`src/hw/rtl/crc32ws_pkg.sv`:
```
// shared constants and the byte step of the reflected crc-32
`timescale 1ns / 1ps

package crc32ws_pkg;

   localparam int unsigned CRC_W     = 32;
   localparam int unsigned BYTE_W    = 8;
   localparam int unsigned MAX_BYTES = CRC_W / BYTE_W;
   localparam int unsigned COUNT_W   = 3;
   localparam int unsigned SEL_W     = $clog2(MAX_BYTES + 1);

   localparam logic [CRC_W-1:0] CRC_INIT = 32'hFFFF_FFFF;
   localparam logic [CRC_W-1:0] CRC_POLY = 32'hEDB8_8320;

   // one byte through the lsb-first shift register, same as the table form
   function automatic logic [CRC_W-1:0] crc_byte(input logic [CRC_W-1:0] crc,
                                                 input logic [BYTE_W-1:0] data);
      logic [CRC_W-1:0] c;
      c = crc ^ {{(CRC_W-BYTE_W){1'b0}}, data};
      for (int k = 0; k < BYTE_W; k++) begin
         c = c[0] ? ((c >> 1) ^ CRC_POLY) : (c >> 1);
      end
      return c;
   endfunction

endpackage

```
`src/hw/rtl/crc32ws_lane.sv`:
```
// one lane: running crc advanced over a fixed number of leading bytes
`timescale 1ns / 1ps

module crc32ws_lane #(
   parameter int unsigned NUM_BYTES = crc32ws_pkg::MAX_BYTES
) (
   input  logic [crc32ws_pkg::CRC_W-1:0] crc_in,
   input  logic [crc32ws_pkg::CRC_W-1:0] data_word,
   output logic [crc32ws_pkg::CRC_W-1:0] crc_out
);
   import crc32ws_pkg::*;

   logic [CRC_W-1:0] stage [NUM_BYTES+1];

   assign stage[0] = crc_in;

   // bytes taken from the top of the word downward
   for (genvar i = 0; i < NUM_BYTES; i++) begin : g_step
      assign stage[i+1] = crc_byte(stage[i], data_word[CRC_W-1-BYTE_W*i -: BYTE_W]);
   end

   assign crc_out = stage[NUM_BYTES];

endmodule

```
`src/hw/rtl/crc32ws_merge.sv`:
```
// picks the lane that matches the byte count and forms next state and result
`timescale 1ns / 1ps

module crc32ws_merge (
   input  logic [crc32ws_pkg::MAX_BYTES:0][crc32ws_pkg::CRC_W-1:0] lane_crc,
   input  logic [crc32ws_pkg::COUNT_W-1:0]                         byte_count,
   input  logic                                                    last_word,
   output logic [crc32ws_pkg::CRC_W-1:0]                           next_crc,
   output logic [crc32ws_pkg::CRC_W-1:0]                           result_crc
);
   import crc32ws_pkg::*;

   logic [SEL_W-1:0] sel;
   logic [CRC_W-1:0] picked;

   // counts above four saturate, zero keeps the running value
   always_comb begin
      if (byte_count > COUNT_W'(MAX_BYTES)) begin
         sel = SEL_W'(MAX_BYTES);
      end else begin
         sel = SEL_W'(byte_count);
      end
      picked     = lane_crc[sel];
      result_crc = ~picked;
      next_crc   = last_word ? CRC_INIT : picked;
   end

endmodule

```
`src/hw/rtl/crc32_word_stream.sv`:
```
// streaming crc-32 over 32-bit words with byte counts, top level
`timescale 1ns / 1ps

// Takes one message word per cycle, with no gaps between words or messages, unless
// a last word is stalled. The running CRC register feeds four lanes that advance it
// by one to four leading bytes of the word, and a count select closes that loop.
// A transfer flagged last leaves the inverted CRC in the output register on the
// next cycle and restarts the CRC at all ones. Non-last words are taken even while
// a result is held; a last word is stalled only while a held result is stalled.
module crc32_word_stream (
   input  logic                                  clock,
   input  logic                                  reset,
   input  logic                                  req_valid,
   output logic                                  req_stall,
   input  logic [crc32ws_pkg::CRC_W-1:0]         req_data_word,
   input  logic [crc32ws_pkg::COUNT_W-1:0]       req_byte_count,
   input  logic                                  req_last_word,
   output logic                                  rsp_valid,
   input  logic                                  rsp_stall,
   output logic [crc32ws_pkg::CRC_W-1:0]         rsp_crc_value
);
   import crc32ws_pkg::*;

   logic [CRC_W-1:0] crc_ff, crc_in;
   logic             rsp_valid_ff, rsp_valid_in;
   logic [CRC_W-1:0] rsp_crc_ff, rsp_crc_in;

   logic [MAX_BYTES:0][CRC_W-1:0] lane_crc;
   logic [CRC_W-1:0]              next_crc;
   logic [CRC_W-1:0]              result_crc;
   logic                          req_xfer;

   assign lane_crc[0] = crc_ff;

   for (genvar n = 1; n <= MAX_BYTES; n++) begin : g_lane
      crc32ws_lane #(
         .NUM_BYTES(n)
      ) u_lane (
         .crc_in   (crc_ff),
         .data_word(req_data_word),
         .crc_out  (lane_crc[n])
      );
   end

   crc32ws_merge u_merge (
      .lane_crc  (lane_crc),
      .byte_count(req_byte_count),
      .last_word (req_last_word),
      .next_crc  (next_crc),
      .result_crc(result_crc)
   );

   // only a last word needs the output register
   assign req_stall = rsp_valid_ff & rsp_stall & req_last_word;
   assign req_xfer  = req_valid & ~req_stall;

   always_comb begin
      crc_in       = crc_ff;
      rsp_valid_in = rsp_valid_ff;
      rsp_crc_in   = rsp_crc_ff;
      if (rsp_valid_ff && !rsp_stall) begin
         rsp_valid_in = 1'b0;
      end
      if (req_xfer) begin
         crc_in = next_crc;
         if (req_last_word) begin
            rsp_valid_in = 1'b1;
            rsp_crc_in   = result_crc;
         end
      end
   end

   always_ff @(posedge clock) begin
      if (reset) begin
         crc_ff       <= CRC_INIT;
         rsp_valid_ff <= 1'b0;
      end else begin
         crc_ff       <= crc_in;
         rsp_valid_ff <= rsp_valid_in;
      end
      rsp_crc_ff <= rsp_crc_in;
   end

   assign rsp_valid     = rsp_valid_ff;
   assign rsp_crc_value = rsp_crc_ff;

`ifndef SYNTHESIS
   a_last_gives_result: assert property (@(posedge clock) disable iff (reset)
      req_xfer && req_last_word |=> rsp_valid)
      else $error("last word transfer did not produce a result");

   a_last_reloads: assert property (@(posedge clock) disable iff (reset)
      req_xfer && req_last_word |=> crc_ff == CRC_INIT)
      else $error("crc not reloaded after last word");

   a_empty_word_holds: assert property (@(posedge clock) disable iff (reset)
      req_xfer && !req_last_word && req_byte_count == '0 |=> $stable(crc_ff))
      else $error("zero byte word changed the running crc");

   a_stall_only_when_full: assert property (@(posedge clock) disable iff (reset)
      req_stall |-> rsp_valid_ff && rsp_stall)
      else $error("input stalled with output free");

   a_result_kept_by_nonlast: assert property (@(posedge clock) disable iff (reset)
      rsp_valid && rsp_stall |=> rsp_valid && $stable(rsp_crc_value))
      else $error("held result lost or changed");
`endif

endmodule
```
`config.mk`:
```
export PLATFORM = sky130hd
export DESIGN_NAME = crc32_word_stream
export DESIGN_NICKNAME = d
export VERILOG_FILES = /design/src/hw/rtl/crc32ws_pkg.sv /design/src/hw/rtl/crc32ws_lane.sv /design/src/hw/rtl/crc32ws_merge.sv /design/src/hw/rtl/crc32_word_stream.sv
export SDC_FILE = /design/constraint.sdc
export NUM_CORES = 1
export LEC_CHECK = 0
export ABC_AREA = 1
export BUFFER_PORTS_ARGS = -buffer_cell sky130_fd_sc_hd__buf_4
export CAP_MARGIN = 20
export CORE_MARGIN = 3
export CORE_UTILIZATION = 54
export DETAILED_ROUTE_END_ITERATION = 10
export PLACE_DENSITY_LB_ADDON = 0.1
export SKIP_LAST_GASP = 1
export SLEW_MARGIN = 20
export SYNTH_ARGS = -nofsm -noshare
export SYNTH_HDL_FRONTEND = slang
export SYNTH_SLANG_ARGS = --single-unit
```
`constraint.sdc`:
```
create_clock -name clock -period 3.4 [get_ports clock]
set_clock_uncertainty 0.2 [all_clocks]
set_input_delay 0.17 -clock clock [delete_from_list [all_inputs] [get_ports clock]]
set_output_delay 0.17 -clock clock [all_outputs]
set_load 0.02 [all_outputs]
```
==> summary.md, run 1 <==
| Metric | Value |
|---|---|
| Synthesized area | `8770 sq um` |
| Sequential cell area fraction in the yosys report | `18.5%` |
| Main combinational cell family by area after synthesis | `simple AND/OR/NAND/NOR gates` |
| Number of buffers added by the clock tree synthesis step | `9` |
| Number of enable flip-flop cells after synthesis | `32` |
| Arithmetic-cell share of the synthesized area counting full adders, half adders and majority gates | `0%` |
| Synthesis-stage register bit count | `65` |
| Die extent in y | `133 um` |
| Largest net degree at the start of global routing | `54` |
| # IOs | `74` |
| Count of standard-cell rows | `45` |
| Number of clock sinks | `65` |
| Async set-reset flop share out of synthesis | `0%` |
| Error that ended the run | `[ERROR DPL-0038] Utilization greater than 100%, impossible to legalize` |
| Deepest level of the CTS H-tree | `3` |
| Stop stage | `global routing` |
| Port bufs | `73` |
| Type of pin the worst path ends at | `register data pin` |
| Net count after synthesis | `1467` |
| Worst-case setup slack after placement | `-0.541 ns` |
| Synth Area in Compound Gates | `11.0%` |
| Simple-gate area share of the yosys netlist | `47.9%` |
| Most instantiated flip-flop cell in the synthesis netlist | `sky130_fd_sc_hd__dfxtp_1` |
| Die Span X | `133 um` |
| Share of cell area taken by muxes after synthesis | `0%` |
| Area share of xor/xnor cells in the synthesized design | `15.5%` |
| Largest buffer count on any clock path | `2` |
| Initial core utilization | `56.4%` |
| Post-Synthesis Mean Instance Area | `6.14 sq um` |
| Weighted congestion reported at the end of routability-driven placement | `1.05` |
| Run status | `stopped before the end` |
| Count of yosys warnings during synthesis | `0` |
| Post-DP HPWL | `30.1 mm` |
| Endpoint pin with the least setup slack after global-route repair | `crc_ff[27]$_SDFFE_PP1P_/D` |
| Synth cell types | `41` |
| Number of instances in the synthesized netlist | `1427` |
| Buffer cell driving the clock tree root | `sky130_fd_sc_hd__clkbuf_16` |
## repair_timing
action                                 4_1_cts
hold buffers                                 1
setup buffers                               66
endpoints found under the hold margin        1
pin swaps                                  138
resized for setup                          291
setup endpoints to repair                   64
## kinds of logic after synthesis
logic type	Yosys count
AND/OR/NAND/NOR	885
flip-flops	65
XOR/XNOR	137
AO/OA/AOI/OAI	182
buffers and inverters	158
## Yosys cell counts, types with 2 or more instances
master | instances | area, sq um
sky130_fd_sc_hd__xnor2_2 | 4 | 65.1
sky130_fd_sc_hd__dfxtp_1 | 33 | 661
sky130_fd_sc_hd__inv_4 | 6 | 37.5
sky130_fd_sc_hd__o22ai_1 | 3 | 18.8
sky130_fd_sc_hd__nand3_4 | 2 | 35.0
sky130_fd_sc_hd__nand3_1 | 157 | 786
sky130_fd_sc_hd__o221ai_1 | 4 | 35.0
sky130_fd_sc_hd__nand3b_1 | 4 | 30.0
sky130_fd_sc_hd__xor2_1 | 99 | 867
sky130_fd_sc_hd__o211ai_1 | 8 | 60.1
sky130_fd_sc_hd__nand4_1 | 2 | 12.5
sky130_fd_sc_hd__nor2_1 | 32 | 120
sky130_fd_sc_hd__xor2_2 | 8 | 130
sky130_fd_sc_hd__xnor2_4 | 2 | 55.1
sky130_fd_sc_hd__or2_2 | 4 | 25.0
sky130_fd_sc_hd__o21ai_2 | 4 | 35.0
sky130_fd_sc_hd__a21oi_1 | 78 | 390
sky130_fd_sc_hd__inv_2 | 26 | 97.6
sky130_fd_sc_hd__nand2_4 | 35 | 394
sky130_fd_sc_hd__clkbuf_1 | 29 | 109
sky130_fd_sc_hd__xnor2_1 | 22 | 193
sky130_fd_sc_hd__nand2_8 | 2 | 40.0
sky130_fd_sc_hd__nand2_1 | 544 | 2040
sky130_fd_sc_hd__nand2_2 | 86 | 538
sky130_fd_sc_hd__inv_1 | 90 | 338
sky130_fd_sc_hd__o21ai_0 | 68 | 340
sky130_fd_sc_hd__nand3_2 | 13 | 130
sky130_fd_sc_hd__buf_2 | 4 | 20.0
sky130_fd_sc_hd__o21ai_1 | 15 | 75.1
sky130_fd_sc_hd__edfxtp_1 | 32 | 961
## stage by stage
step / area [sq um] / cells / hold slack [ns]
4_1_cts: 13500 / 2007 / 0.0205
3_5_place_dp: 11400 / 1925 / 0.256
3_3_place_gp: 11400 / 1924 / 0.232
2_1_floorplan: 8770 / 1427 / 0.134
==> run 2: changes to the inputs <==
CORE_UTILIZATION = 39   (was 54)
PLACE_DENSITY_LB_ADDON = 0.15   (was 0.1)
==> summary.md, run 2 <==
| Metric | Value |
|---|---|
| Dpl cell area | `11700 sq um (was 11400 sq um)` |
| Via count of the routed design | `12500` |
| Most frequent cell after synthesis | `sky130_fd_sc_hd__nand2_1 (unchanged)` |
| Total setup violations reported at the end of the flow | `63` |
| Family with the most delay on the worst path | `simple AND/OR/NAND/NOR gates` |
| Dominant cell type by area after synthesis | `sky130_fd_sc_hd__nand2_1 (unchanged)` |
| Final routed DRC violation total | `0` |
| Sequential cell area fraction in the yosys report | `18.5% (unchanged)` |
| Critical path capture point type | `flip-flop` |
| Per-cell via count in the routed design | `5.75` |
| Post-route worst setup slack | `-0.351 ns` |
| Async set-reset flop share out of synthesis | `0% (unchanged)` |
| Slew at the pin with the worst max-slew slack | `0.716 ns` |
| Number of enable flip-flop cells after synthesis | `32 (unchanged)` |
| Clock period minus final worst setup slack | `3.75 ns` |
| Worst hold slack | `0.148 ns` |
| Port bufs | `73 (unchanged)` |
| Worst max-slew margin expressed relative to the limit | `52.2%` |
| Count of cell instances traversed by the critical path | `29` |
| Number of buffers added by the clock tree synthesis step | `9 (unchanged)` |
| Worst Path Max Fanout | `5` |
| Delay of the slowest cell on the worst path | `0.38 ns` |
| Count of yosys warnings during synthesis | `0 (unchanged)` |
| Largest buffer count on any clock path | `2 (unchanged)` |
| Global route overflow | `0` |
| Clock latency on the worst-skew pair | `0.34 ns` |
| Placeable core region | `22000 sq um` |
| Fraction of layout cells with a size suffix above 1 | `64.5%` |
| Register area | `1650 sq um` |
| Clock transition at the register clock pins on the worst setup and hold paths after CTS | `0.06 ns` |
| Final wirelength | `48.5 mm` |
| Largest net degree at the start of global routing | `51` |
| Weighted congestion reported at the end of routability-driven placement | `0.982 (was 1.05)` |
| Net count after synthesis | `1467 (unchanged)` |
| Failing checks | `negative setup slack` |
| Post-Synthesis Mean Instance Area | `6.14 sq um (unchanged)` |
| Fmax achieved | `267 MHz` |
| Number of clock sinks | `65 (unchanged)` |
| Synthesis-stage register bit count | `65 (unchanged)` |
| Post-DP HPWL | `32.1 mm (was 30.1 mm)` |
| Via count of the first global-routing pass | `11000` |
| Type of the tightest min-delay check | `input port to flip-flop` |
| Top-area cell type share of the netlist area | `23.3% (unchanged)` |
| Deepest level of the CTS H-tree | `3 (unchanged)` |
| # Max-Cap Violations | `0` |
| Area enclosed by the die boundary | `24300 sq um` |
| Depth of the worst register-to-register path | `29` |
| Number of instances in the synthesized netlist | `1427 (unchanged)` |
| Most frequent standard cell in the layout excluding fill and tap cells | `sky130_fd_sc_hd__buf_4` |
| Total count of max-transition violations in the final report | `0` |
| Highest-count cells in the layout ignoring fill and taps | `sky130_fd_sc_hd__buf_4 (399), sky130_fd_sc_hd__nand2_1 (244), sky130_fd_sc_hd__nand2_2 (224)` |
| Die Span X | `156 um (was 133 um)` |
| Die extent in y | `156 um (was 133 um)` |
| Overall global routing resource usage | `33.8%` |
| Critical Path RT | `3.27 ns` |
| CP Buf/Inv Count | `5` |
| Unrepaired setup endpoints after global routing | `true` |
| Run status | `complete, but fails checks (was stopped before the end)` |
| Number of antenna violations at the first check in global routing | `0` |
| CP Data Arrival Time | `3.63 ns` |
| Hold Violations, Final | `0` |
| CP most frequent cell | `sky130_fd_sc_hd__nand2_4` |
| Buffer cell driving the clock tree root | `sky130_fd_sc_hd__clkbuf_16 (unchanged)` |
| Area delta synth->final | `97.4%` |
| Routed length per placed instance | `22.3 um` |
| Category of the critical setup timing path | `flip-flop to flip-flop` |
| Instance count along the most critical hold path | `5` |
| Critical-path top delay cell | `sky130_fd_sc_hd__dfxtp_4` |
| Initial core utilization | `39.9% (was 56.4%)` |
| Most instantiated flip-flop cell in the synthesis netlist | `sky130_fd_sc_hd__dfxtp_1 (unchanged)` |
| Synth cell types | `41 (unchanged)` |
| Startpoint types | `flip-flop` |
| Count of standard-cell rows | `54 (was 45)` |
| Antenna violation net count after detailed routing | `0` |
| Clock tree from TritonCTS | `done` |
| # IOs | `74 (unchanged)` |
| DRT Pass-1 Iters | `5` |
| Fin nets | `1927` |
| Multi-input logic area | `10400 sq um` |
| Portion of the clock cycle consumed by the worst path in the final layout | `110%` |
| Final design instance area without fill | `17300 sq um` |
| Wire length of the first global-routing pass | `62.9 mm` |
| Number of inserted filler cells in the final layout | `1368` |
| Cell types with the largest area share after synthesis | `sky130_fd_sc_hd__nand2_1 (23%), sky130_fd_sc_hd__edfxtp_1 (11%), sky130_fd_sc_hd__xor2_1 (9.9%), sky130_fd_sc_hd__nand3_1 (9.0%), sky130_fd_sc_hd__dfxtp_1 (7.5%) (unchanged)` |
| Most frequent cells after synthesis | `sky130_fd_sc_hd__nand2_1 (544), sky130_fd_sc_hd__nand3_1 (157), sky130_fd_sc_hd__xor2_1 (99), sky130_fd_sc_hd__inv_1 (90), sky130_fd_sc_hd__nand2_2 (86) (unchanged)` |
| Synthesized area | `8770 sq um (unchanged)` |
| Detailed Route Iter0 Violations | `1332` |
[run 2: area by class of cell]
class                   count  share of cell area [%]
multi-input cells        1204                    59.8
repair buffers            484                    23.9
flip-flops and latches     65                    9.52
inverters                 123                    3.06
well taps                 280                    2.02
clock buffers               9                    1.30
clock inverters             7                   0.354
diodes                      1                  0.0145
[run 2: cells by family (layout without fill, tap and decap cells)]
group,after synthesis,count (layout),synth area share [%]
AOI/OAI and AO/OA,182,182,11.0
xor gates and xnor gates,137,137,15.5
other,0,1,0
DFF,65,65,18.5
buffers and inverters,158,623,7.08
and+or+nand+nor,885,885,47.9
[run 2: worst register-to-register path: cells and delay by family (launching register included)]
kind	cells	cell delay [ns]
DFF	1	0.38
and+or+nand+nor	24	2.36
buffers and inverters	5	0.54
[run 2: worst paths after layout]
| path | from | end | slack (ns) |
|---|---|---|---|
| worst max register to register | crc_ff[4]$_SDFFE_PP1P_ | rsp_crc_value[26]$_DFFE_PP_ | -0.35 |
| worst max-delay path | crc_ff[4]$_SDFFE_PP1P_ | rsp_crc_value[26]$_DFFE_PP_ | -0.35 |
| worst min register to register | crc_ff[19]$_SDFFE_PP1P_ | crc_ff[19]$_SDFFE_PP1P_ | 0.28 |
| worst min-delay path | req_byte_count[0] | crc_ff[17]$_SDFFE_PP1P_ | 0.15 |
[run 2: routing by layer]
metal	up-vias	wire length, um	global-route usage (%)
li1	5471	-	-
met1	5925	18300	46.5
met2	861	22600	55.8
met3	239	4580	3.22
met4	0	3050	11.6
met5	-	0	0
[run 2: metrics by stage]
stage | utilization [%] | setup TNS (ns) | setup WS, ns | cells
global route | 78.8 | -23.08 | -0.479 | 2172
CTS | 66.8 | -2.81 | -0.103 | 2112
detailed placement | 53.1 | -29.42 | -0.690 | 2016
floorplan | - | 0 | 0.314 | 1427
global placement | 53.1 | -26.16 | -0.662 | 2016
finish | 78.8 | -14.40 | -0.351 | 2173
[run 2: timing repair]
item,in CTS,in global routing
hold buffers,2,0
setup buffers,78,64
setup endpoints to repair,64,64
endpoints found under the hold margin,1,0
pin swaps,185,236
resized for setup,463,454
Power of run 2 is left out: the tool's default activity adds up to more than one toggle a clock period on the data nets, which glitch-free logic cannot reach.
